===== config.mk =====
export PLATFORM = sky130hd
export DESIGN_NAME = ucb1_child_selector_flat
export DESIGN_NICKNAME = d
export VERILOG_FILES = /design/src/design/ucs_pkg.sv /design/src/design/ucs_stream_if.sv /design/src/design/ucs_mul.sv /design/src/design/ucb1_child_selector.sv /design/src/flat_wrapper.sv
export SDC_FILE = /design/constraint.sdc
export NUM_CORES = 2
export LEC_CHECK = 0
export BUFFER_PORTS_ARGS = -buffer_cell sky130_fd_sc_hd__clkbuf_2
export CORE_MARGIN = 2
export CORE_UTILIZATION = 58
export CTS_BUF_LIST = sky130_fd_sc_hd__clkbuf_4 sky130_fd_sc_hd__clkbuf_8
export DETAILED_ROUTE_END_ITERATION = 12
export GPL_TIMING_DRIVEN = 0
export PLACE_DENSITY = 0.83
export SLEW_MARGIN = 20
export SYNTH_ARGS = -nofsm -noshare
export SYNTH_HDL_FRONTEND = slang
export SYNTH_SLANG_ARGS = --single-unit
export TNS_END_PERCENT = 100

===== constraint.sdc =====
create_clock -name clk -period 13.5 [get_ports clk]
set_input_delay 0 -clock clk [delete_from_list [all_inputs] [get_ports clk]]
set_output_delay 0 -clock clk [all_outputs]
set_load 0.02 [all_outputs]

===== src/design/ucs_pkg.sv =====
// ---------------------------------------------------------------------------
// ucs_pkg
// types and constants of the ucb1 child selector
// ---------------------------------------------------------------------------
package ucs_pkg;

  localparam logic [15:0] WEIGHT_RESET = 16'd5793;
  localparam logic [31:0] LN2_Q32      = 32'd2977044472;
  localparam logic signed [47:0] SCORE_MIN = 48'sh8000_0000_0000;

  typedef enum logic [14:0] {
    S_IDLE = 15'b000000000000001,
    S_CHK  = 15'b000000000000010,
    S_NORM = 15'b000000000000100,
    S_LG   = 15'b000000000001000,
    S_LGC  = 15'b000000000010000,
    S_LN   = 15'b000000000100000,
    S_LNC  = 15'b000000001000000,
    S_DIVM = 15'b000000010000000,
    S_DIVR = 15'b000000100000000,
    S_SQ   = 15'b000001000000000,
    S_SQC  = 15'b000010000000000,
    S_EXP  = 15'b000100000000000,
    S_EXPC = 15'b001000000000000,
    S_CMP  = 15'b010000000000000,
    S_FIN  = 15'b100000000000000
  } state_t;

endpackage


===== src/design/ucs_stream_if.sv =====
// ---------------------------------------------------------------------------
// ucs stream interfaces
// child statistics channel and selection result channel
// ---------------------------------------------------------------------------
interface ucs_in_if;
  logic               valid;
  logic               ready;
  logic [23:0]        parent_visits;
  logic [23:0]        child_visits;
  logic signed [40:0] child_value_sum;
  logic               last_child;

  modport source (output valid, parent_visits, child_visits, child_value_sum,
                  last_child, input ready);
  modport sink   (input valid, parent_visits, child_visits, child_value_sum,
                  last_child, output ready);
endinterface

interface ucs_out_if;
  logic       valid;
  logic       ready;
  logic [7:0] best_position;
  logic       was_unvisited;

  modport source (output valid, best_position, was_unvisited, input ready);
  modport sink   (input valid, best_position, was_unvisited, output ready);
endinterface


===== src/design/ucs_mul.sv =====
// ---------------------------------------------------------------------------
// ucs_mul
// shared 32 x 32 unsigned multiplier with registered product
// ---------------------------------------------------------------------------
module ucs_mul (
  input  logic        clk,
  input  logic [31:0] a,
  input  logic [31:0] b,
  output logic [63:0] p_r
);

  always_ff @(posedge clk) begin
    p_r <= 64'(a) * 64'(b);
  end

endmodule


===== src/design/ucb1_child_selector.sv =====
// ---------------------------------------------------------------------------
// ucb1_child_selector
// ucb1 child selection over one run of child statistics
// ---------------------------------------------------------------------------
// One child beat is taken at a time and the input stays not ready until it is
// done. A child with visits passes the mean division, the log-over-visits
// division, the 20 square-root rounds on the shared multiplier, and accept,
// check, scoring and finish. The first child of a run with nonzero parent
// visits first passes the normalise steps and the log iterations. A
// zero-visit child, or one after an unvisited child was found, goes from
// check straight to finish. The result beat is issued on the last child and
// waits in an output register; the last child holds the input off only while
// an earlier result beat is still waiting there.
module ucb1_child_selector #(
  parameter int MAX_CHILDREN = 256,
  parameter int VISIT_BITS   = 24
) (
  input  logic        clk,
  input  logic        rst_n,
  ucs_in_if.sink      in_ch,
  ucs_out_if.source   out_ch,
  input  logic        cfg_we,
  input  logic [15:0] cfg_wdata
);
  import ucs_pkg::*;

  localparam int CNT_W  = $clog2(MAX_CHILDREN + 1);
  localparam int VB_CAP = (VISIT_BITS < 24) ? VISIT_BITS : 24;
  localparam logic [23:0] VIS_LIM = 24'((33'd1 << VB_CAP) - 33'd1);
  localparam logic [CNT_W-1:0] CNT_MAX = CNT_W'(MAX_CHILDREN);

  state_t state_r;
  logic [15:0]        weight_r;
  logic [CNT_W-1:0]   cnt_r;
  logic [CNT_W-1:0]   best_idx_r;
  logic signed [47:0] best_score_r;
  logic               unv_r;
  logic [31:0]        plog_r;

  logic [23:0]        cv_r;
  logic [40:0]        mag_r;
  logic               neg_r, last_r;

  logic [40:0]        num_r;
  logic [23:0]        rem_r;
  logic [5:0]         rnd_r;
  logic [31:0]        y_r;
  logic [4:0]         e_r;
  logic [23:0]        frac_r;
  logic [39:0]        v_r;
  logic [19:0]        root_r;
  logic signed [47:0] mean_r, score_r;

  logic               out_valid_r, out_unv_r;
  logic [7:0]         out_pos_r;

  logic [31:0] mul_a, mul_b;
  logic [63:0] mul_p;

  logic [23:0] pv_sat, cv_sat;
  logic [40:0] raw_in;
  logic [24:0] trial;
  logic        qbit;
  logic [40:0] num_step;
  logic [23:0] rem_step;
  logic [19:0] trial_root;
  logic [32:0] yy;
  logic [CNT_W+7:0] pos_ext;
  logic        slot_free;
  logic        res_fire;

  assign pv_sat = (in_ch.parent_visits > VIS_LIM) ? VIS_LIM : in_ch.parent_visits;
  assign cv_sat = (in_ch.child_visits > VIS_LIM) ? VIS_LIM : in_ch.child_visits;
  assign raw_in = in_ch.child_value_sum;

  // one restoring division step
  assign trial    = {rem_r, num_r[40]};
  assign qbit     = trial >= {1'b0, cv_r};
  assign rem_step = qbit ? 24'(trial - {1'b0, cv_r}) : trial[23:0];
  assign num_step = {num_r[39:0], qbit};

  assign trial_root = root_r | (20'd1 << rnd_r[4:0]);
  assign yy         = mul_p[63:31];
  assign pos_ext    = {8'b0, best_idx_r};
  assign slot_free  = !out_valid_r || out_ch.ready;
  assign res_fire   = (state_r == S_FIN) && last_r && slot_free;

  always_comb begin
    case (state_r)
      S_LG: begin
        mul_a = y_r;
        mul_b = y_r;
      end
      S_LN: begin
        mul_a = 32'({e_r, frac_r});
        mul_b = LN2_Q32;
      end
      S_SQ: begin
        mul_a = 32'(trial_root);
        mul_b = 32'(trial_root);
      end
      S_EXP: begin
        mul_a = 32'(weight_r);
        mul_b = 32'(root_r);
      end
      default: begin
        mul_a = '0;
        mul_b = '0;
      end
    endcase
  end

  ucs_mul u_mul (
    .clk (clk),
    .a   (mul_a),
    .b   (mul_b),
    .p_r (mul_p)
  );

  always_ff @(posedge clk) begin
    if (!rst_n) begin
      weight_r <= WEIGHT_RESET;
    end else if (cfg_we) begin
      weight_r <= cfg_wdata;
    end
  end

  always_ff @(posedge clk) begin
    if (!rst_n) begin
      state_r      <= S_IDLE;
      cnt_r        <= '0;
      best_idx_r   <= '0;
      best_score_r <= SCORE_MIN;
      unv_r        <= 1'b0;
      plog_r       <= '0;
      out_valid_r  <= 1'b0;
    end else begin
      if (out_valid_r && out_ch.ready && !res_fire) out_valid_r <= 1'b0;
      case (state_r)
        S_IDLE: begin
          if (in_ch.valid) begin
            cv_r   <= cv_sat;
            neg_r  <= raw_in[40];
            mag_r  <= raw_in[40] ? 41'(-raw_in) : raw_in;
            last_r <= in_ch.last_child;
            y_r    <= {8'b0, pv_sat};
            e_r    <= 5'd31;
            frac_r <= '0;
            if (cnt_r == '0 && pv_sat != '0) begin
              state_r <= S_NORM;
            end else begin
              if (cnt_r == '0) plog_r <= '0;
              state_r <= S_CHK;
            end
          end
        end
        S_NORM: begin
          if (y_r[31]) begin
            rnd_r   <= 6'd23;
            state_r <= S_LG;
          end else begin
            y_r     <= {y_r[30:0], 1'b0};
            e_r     <= e_r - 5'd1;
          end
        end
        S_LG: state_r <= S_LGC;
        S_LGC: begin
          if (yy[32]) begin
            y_r           <= yy[32:1];
            frac_r[rnd_r[4:0]] <= 1'b1;
          end else begin
            y_r <= yy[31:0];
          end
          if (rnd_r == '0) state_r <= S_LN;
          else begin
            rnd_r   <= rnd_r - 6'd1;
            state_r <= S_LG;
          end
        end
        S_LN: state_r <= S_LNC;
        S_LNC: begin
          plog_r  <= mul_p[63:32];
          state_r <= S_CHK;
        end
        S_CHK: begin
          if (cnt_r < CNT_MAX && !unv_r) begin
            if (cv_r == '0) begin
              unv_r      <= 1'b1;
              best_idx_r <= cnt_r;
              state_r    <= S_FIN;
            end else begin
              num_r   <= mag_r;
              rem_r   <= '0;
              rnd_r   <= 6'd40;
              state_r <= S_DIVM;
            end
          end else begin
            state_r <= S_FIN;
          end
        end
        S_DIVM: begin
          if (rnd_r == '0) begin
            mean_r  <= neg_r ? $signed({7'b0, num_step}) : -$signed({7'b0, num_step});
            num_r   <= {9'b0, plog_r};
            rem_r   <= '0;
            rnd_r   <= 6'd40;
            state_r <= S_DIVR;
          end else begin
            num_r <= num_step;
            rem_r <= rem_step;
            rnd_r <= rnd_r - 6'd1;
          end
        end
        S_DIVR: begin
          if (rnd_r == '0) begin
            v_r     <= {num_step[31:0], 8'b0};
            root_r  <= '0;
            rnd_r   <= 6'd19;
            state_r <= S_SQ;
          end else begin
            num_r <= num_step;
            rem_r <= rem_step;
            rnd_r <= rnd_r - 6'd1;
          end
        end
        S_SQ: state_r <= S_SQC;
        S_SQC: begin
          if (mul_p <= {24'b0, v_r}) root_r <= trial_root;
          if (rnd_r == '0) state_r <= S_EXP;
          else begin
            rnd_r   <= rnd_r - 6'd1;
            state_r <= S_SQ;
          end
        end
        S_EXP: state_r <= S_EXPC;
        S_EXPC: begin
          score_r <= mean_r + $signed({24'b0, mul_p[35:12]});
          state_r <= S_CMP;
        end
        S_CMP: begin
          if (score_r > best_score_r) begin
            best_score_r <= score_r;
            best_idx_r   <= cnt_r;
          end
          state_r <= S_FIN;
        end
        S_FIN: begin
          if (!last_r) begin
            if (cnt_r < CNT_MAX) cnt_r <= cnt_r + 1'b1;
            state_r <= S_IDLE;
          end else if (slot_free) begin
            // result beat out, run state back to its start
            out_valid_r  <= 1'b1;
            out_pos_r    <= pos_ext[7:0];
            out_unv_r    <= unv_r;
            cnt_r        <= '0;
            best_idx_r   <= '0;
            best_score_r <= SCORE_MIN;
            unv_r        <= 1'b0;
            plog_r       <= '0;
            state_r      <= S_IDLE;
          end
        end
        default: state_r <= S_IDLE;
      endcase
    end
  end

  assign in_ch.ready          = (state_r == S_IDLE);
  assign out_ch.valid         = out_valid_r;
  assign out_ch.best_position = out_pos_r;
  assign out_ch.was_unvisited = out_unv_r;

endmodule


===== src/flat_wrapper.sv =====
// flat-port wrapper written by rule: the top's interface ports become plain ports
module ucb1_child_selector_flat import ucs_pkg::*;
#(
  parameter int MAX_CHILDREN = 256,
  parameter int VISIT_BITS   = 24
)
  (clk, rst_n, cfg_we, cfg_wdata, in_ch_valid, in_ch_parent_visits, in_ch_child_visits, in_ch_child_value_sum, in_ch_last_child, in_ch_ready, out_ch_valid, out_ch_best_position, out_ch_was_unvisited, out_ch_ready);
  ucs_in_if in_ch_i ();
  ucs_out_if out_ch_i ();
  input  logic clk;
  input  logic rst_n;
  input  logic cfg_we;
  input  logic [15:0] cfg_wdata;
  input wire logic [$bits(in_ch_i.valid)-1:0] in_ch_valid;
  input wire logic [$bits(in_ch_i.parent_visits)-1:0] in_ch_parent_visits;
  input wire logic [$bits(in_ch_i.child_visits)-1:0] in_ch_child_visits;
  input wire logic [$bits(in_ch_i.child_value_sum)-1:0] in_ch_child_value_sum;
  input wire logic [$bits(in_ch_i.last_child)-1:0] in_ch_last_child;
  output wire logic [$bits(in_ch_i.ready)-1:0] in_ch_ready;
  output wire logic [$bits(out_ch_i.valid)-1:0] out_ch_valid;
  output wire logic [$bits(out_ch_i.best_position)-1:0] out_ch_best_position;
  output wire logic [$bits(out_ch_i.was_unvisited)-1:0] out_ch_was_unvisited;
  input wire logic [$bits(out_ch_i.ready)-1:0] out_ch_ready;
  assign in_ch_i.valid = in_ch_valid;
  assign in_ch_i.parent_visits = in_ch_parent_visits;
  assign in_ch_i.child_visits = in_ch_child_visits;
  assign in_ch_i.child_value_sum = in_ch_child_value_sum;
  assign in_ch_i.last_child = in_ch_last_child;
  assign in_ch_ready = in_ch_i.ready;
  assign out_ch_valid = out_ch_i.valid;
  assign out_ch_best_position = out_ch_i.best_position;
  assign out_ch_was_unvisited = out_ch_i.was_unvisited;
  assign out_ch_i.ready = out_ch_ready;
  ucb1_child_selector #(.MAX_CHILDREN(MAX_CHILDREN), .VISIT_BITS(VISIT_BITS)) u_core (.clk(clk), .rst_n(rst_n), .in_ch(in_ch_i), .out_ch(out_ch_i), .cfg_we(cfg_we), .cfg_wdata(cfg_wdata));
endmodule

==> run_results.csv <==
group,metric,value,unit
floorplanning,die_h,325,microns
clock_tree,clk_pin_slew,0.07,ns
cells_and_area,fillers,8285,
grt,grt_pass1_wl,341000,microns
power,irDropWorstVdd,0.0000860,V
worst_setup_path,cp-end-kind,"flop",
grt,antenna_found_initial,19,
timing,max_freq,75.9,MHz
clock_tree,cts_sinks,550,
floorplanning,rows,117,
drt,wirelength,234000,microns
grt,grt_use_total,44.7,%
synthesis,synthArstFlopShare,0,%
power,power,3.86,mW
synthesis,ys_warn_count,0,
synthesis,syn_area_per_cell,9.42,sq um
timing,hold_viol_final,0,
clock_tree,clk_latency,0.76,ns
place,dp_hpwl,181000,microns
power,p_clk_share,39.4,%
floorplanning,ioPinCount,122,
clock_tree,cts_root_buffer,"clkbuf_8",
floorplanning,die_w,325,microns
clock_tree,cts_buffers,83,
timing,fin_skew,0.0642,ns
cells_and_area,area_delta_synth_final,11.0,%
clock_tree,clockBufferDepth,3,
worst_setup_path,cp_common_cell,"fa_1",
synthesis,syn-instance-count,6344,
drt,dr.pass1.iters,9,
timing,period_share,97.6,%
power,p_switching,1.08,mW
drt,first_iter_violations,7098,
synthesis,yosys.area.top_type,"fa_1",
synthesis,synth-edff-count,356,
synthesis,yosys-top-cells-count,"inv_1, fa_1, nand2_1",
floorplanning,coreArea,102000,sq um
timing,slew_headroom,9.37,%
drt,vias_per_cell,6.23,
power,seqPwrFrac,49.5,%
worst_setup_path,critical_path_buf_inv_count,10,
clock_tree,cts_tree,"built",
timing,timing.final.ws_setup,0.326,ns
synthesis,synth.most_common_cell,"inv_1",
worst_setup_path,path_max_fanout,10,
worst_setup_path,arrival,13.78,ns
power,p_per_area,58.2,nW/um^2
synthesis,ys_top_cells_by_area,"fa_1, edfxtp_1, ha_1",
power,pwr-share-comb,11.1,%
synthesis,syn-num-nets,7754,
drt,ant_nets,0,
worst_setup_path,crit_type,"reg -> reg",
clock_tree,cts_setup_buffers,0,
drt,post_drt_wl_per_cell,28.6,microns
power,p_sw_share,28.0,%
power,internal-power,2.78,mW
worst_hold_path,hold_path.class,"in -> reg",
place,gp_congestion,1.07,
floorplanning,dieArea,106000,sq um
drt,via_count,51000,
place,post-place-ws,0.524,ns
cells_and_area,layout-drive-gt1-share,6.30,%
worst_setup_path,cp-start-kind,"flop",
synthesis,synth-main-ff-cell,"edfxtp_1",
timing,worst_pin_slew,1.36,ns
worst_setup_path,slowest_stage,"a221oi_1",
worst_setup_path,path_delay_family,"adder cells",
worst_setup_path,worstPathRequired,14.11,ns
synthesis,ys_ff_latch,550,
timing,rsz0062_at_grt,"no",
timing,finalSetupViolCount,0,
timing,fin_crit,13.17,ns
drt,drc_errors,0,
grt,grt_max_degree,37,
worst_setup_path,slowest_delay,0.88,ns
outcome,outcome,"complete, no violations",
floorplanning,start_util,58.5,%
grt,grt_remaining_overflow,0,
synthesis,synth_cell_type_count,88,
power,p_leak,30.4,nW
timing,slew_violations,0,
run,drv_cap,0,
synthesis,synth_top_cell_area_share,30.1,%
synthesis,synth-seq-area-share,24.4,%
place,io_buffers,96,
grt,grt_pass1_vias,52100,
synthesis,synthesis.area,59700,sq um
cells_and_area,layout.nets,8153,
clock_tree,cts.htree.levels,3,
## layout make-up
class | instances | area, sq um | area share, %
diodes | 8 | 20.0 | 0.0302
plain buffers | 316 | 1250 | 1.88
clock buffers | 126 | 1530 | 2.31
clock inverters | 27 | 221 | 0.334
inverters | 1202 | 4510 | 6.80
multi-input cells | 4275 | 39800 | 60.0
flip-flops and latches | 550 | 14600 | 22.0
well taps | 1368 | 1710 | 2.58
repair buffers | 315 | 2720 | 4.09
## flip-flops by register name (all words and copies together), names as in the netlist, 9 cells and up
register / cells
u_core.u_mul.p_r: 64
u_core.score_r: 48
u_core.cv_r: 24
u_core.weight_r: 16
u_core.plog_r: 32
u_core.y_r: 32
u_core.cnt_r: 9
u_core.mag_r: 41
u_core.v_r: 32
u_core.mean_r: 48
u_core.frac_r: 24
u_core.rem_r: 24
u_core.root_r: 20
u_core.num_r: 41
u_core.state_r: 15
u_core.best_score_r: 48
## layout by cell type (no fill, tap or decap), types with 20 or more instances in the layout
cell type	instances
nand2_1	713
clkbuf_8	94
and3_1	29
o21bai_1	24
mux2i_1	120
nand2b_1	30
o21ai_0	92
ha_1	401
and2_1	22
nor4_1	34
xnor2_1	137
nor3_1	39
a21o_1	109
xor2_1	74
a222oi_1	31
nand4_1	44
o21ai_1	34
clkbuf_4	32
o211ai_1	30
fa_1	898
clkbuf_1	257
nor2_1	690
buf_6	20
a21oi_1	214
dfxtp_1	194
inv_1	1192
buf_4	20
clkbuf_2	123
a22oi_1	36
dlygate4sd3_1	171
a31oi_1	24
edfxtp_1	356
nand3_1	93
nor2b_1	64
## stage by stage
step	instance area, sq um	cells	TNS, ns	hold slack [ns]	util (%)
6_report	66300	8187	0	0.0284	65.0
5_1_grt	66300	8181	0	0.0182	65.0
4_1_cts	66300	8180	0	0.0170	65.0
3_5_place_dp	62800	7856	0	0.170	61.6
3_3_place_gp	61900	7808	-7.19	0.168	60.7
2_1_floorplan	59700	6344	0	0.0989	-
## routing by layer
layer / up-vias / GRT usage (%) / share of wire, %
li1: 21000 / - / -
met3: 992 / 15.5 / 14
met5: - / 0 / 0.036
met4: 14 / 25.1 / 7.2
met2: 3889 / 64.5 / 42
met1: 25100 / 58.9 / 37
## cells by family (layout without fill, tap and decap cells)
kind of cell | after synthesis | count (layout) | share of synthesized area, %
buffers and inverters | 1519 | 1986 | 9.59
AOI/OAI and AO/OA | 782 | 782 | 8.73
muxes | 121 | 121 | 2.03
other | 0 | 8 | 0
xor gates and xnor gates | 211 | 211 | 3.09
and+or+nand+nor | 1862 | 1862 | 13.7
adders and majority gates | 1299 | 1299 | 38.5
DFF | 550 | 550 | 24.4
## repair_timing
item	4_1_cts	5_1_grt
hold buffers	171	0
hold endpoints to repair	121	0
resized for setup	0	0
endpoints found under the setup margin	0	2
## power groups by stage
stage	Sequential, mW	Clock, mW	Combinational, mW
final	1.91	1.52	0.428
after global routing	1.91	1.57	0.445
after CTS	1.91	1.49	0.395
after detailed placement	1.94	0	0.348
after global placement	1.95	0	0.324
after floorplan	1.92	0	0.204
## path summary, 6_finish.rpt
kind	slack [ns]	to	cells after the start	from
max	0.33	u_core.u_mul.p_r[63]$_DFF_P_	36	u_core.state_r[0]$_SDFFE_PN1P_
max reg2reg	0.33	u_core.u_mul.p_r[63]$_DFF_P_	36	u_core.state_r[0]$_SDFFE_PN1P_
min reg2reg	0.44	u_core.out_ch.best_position[1]$_DFFE_PP_	0	u_core.best_idx_r[1]$_SDFFE_PN0P_
min	0.03	u_core.cv_r[18]$_SDFFCE_PN1P_	2	in_ch_child_visits[18]
Power figures use the tool's default switching activity.
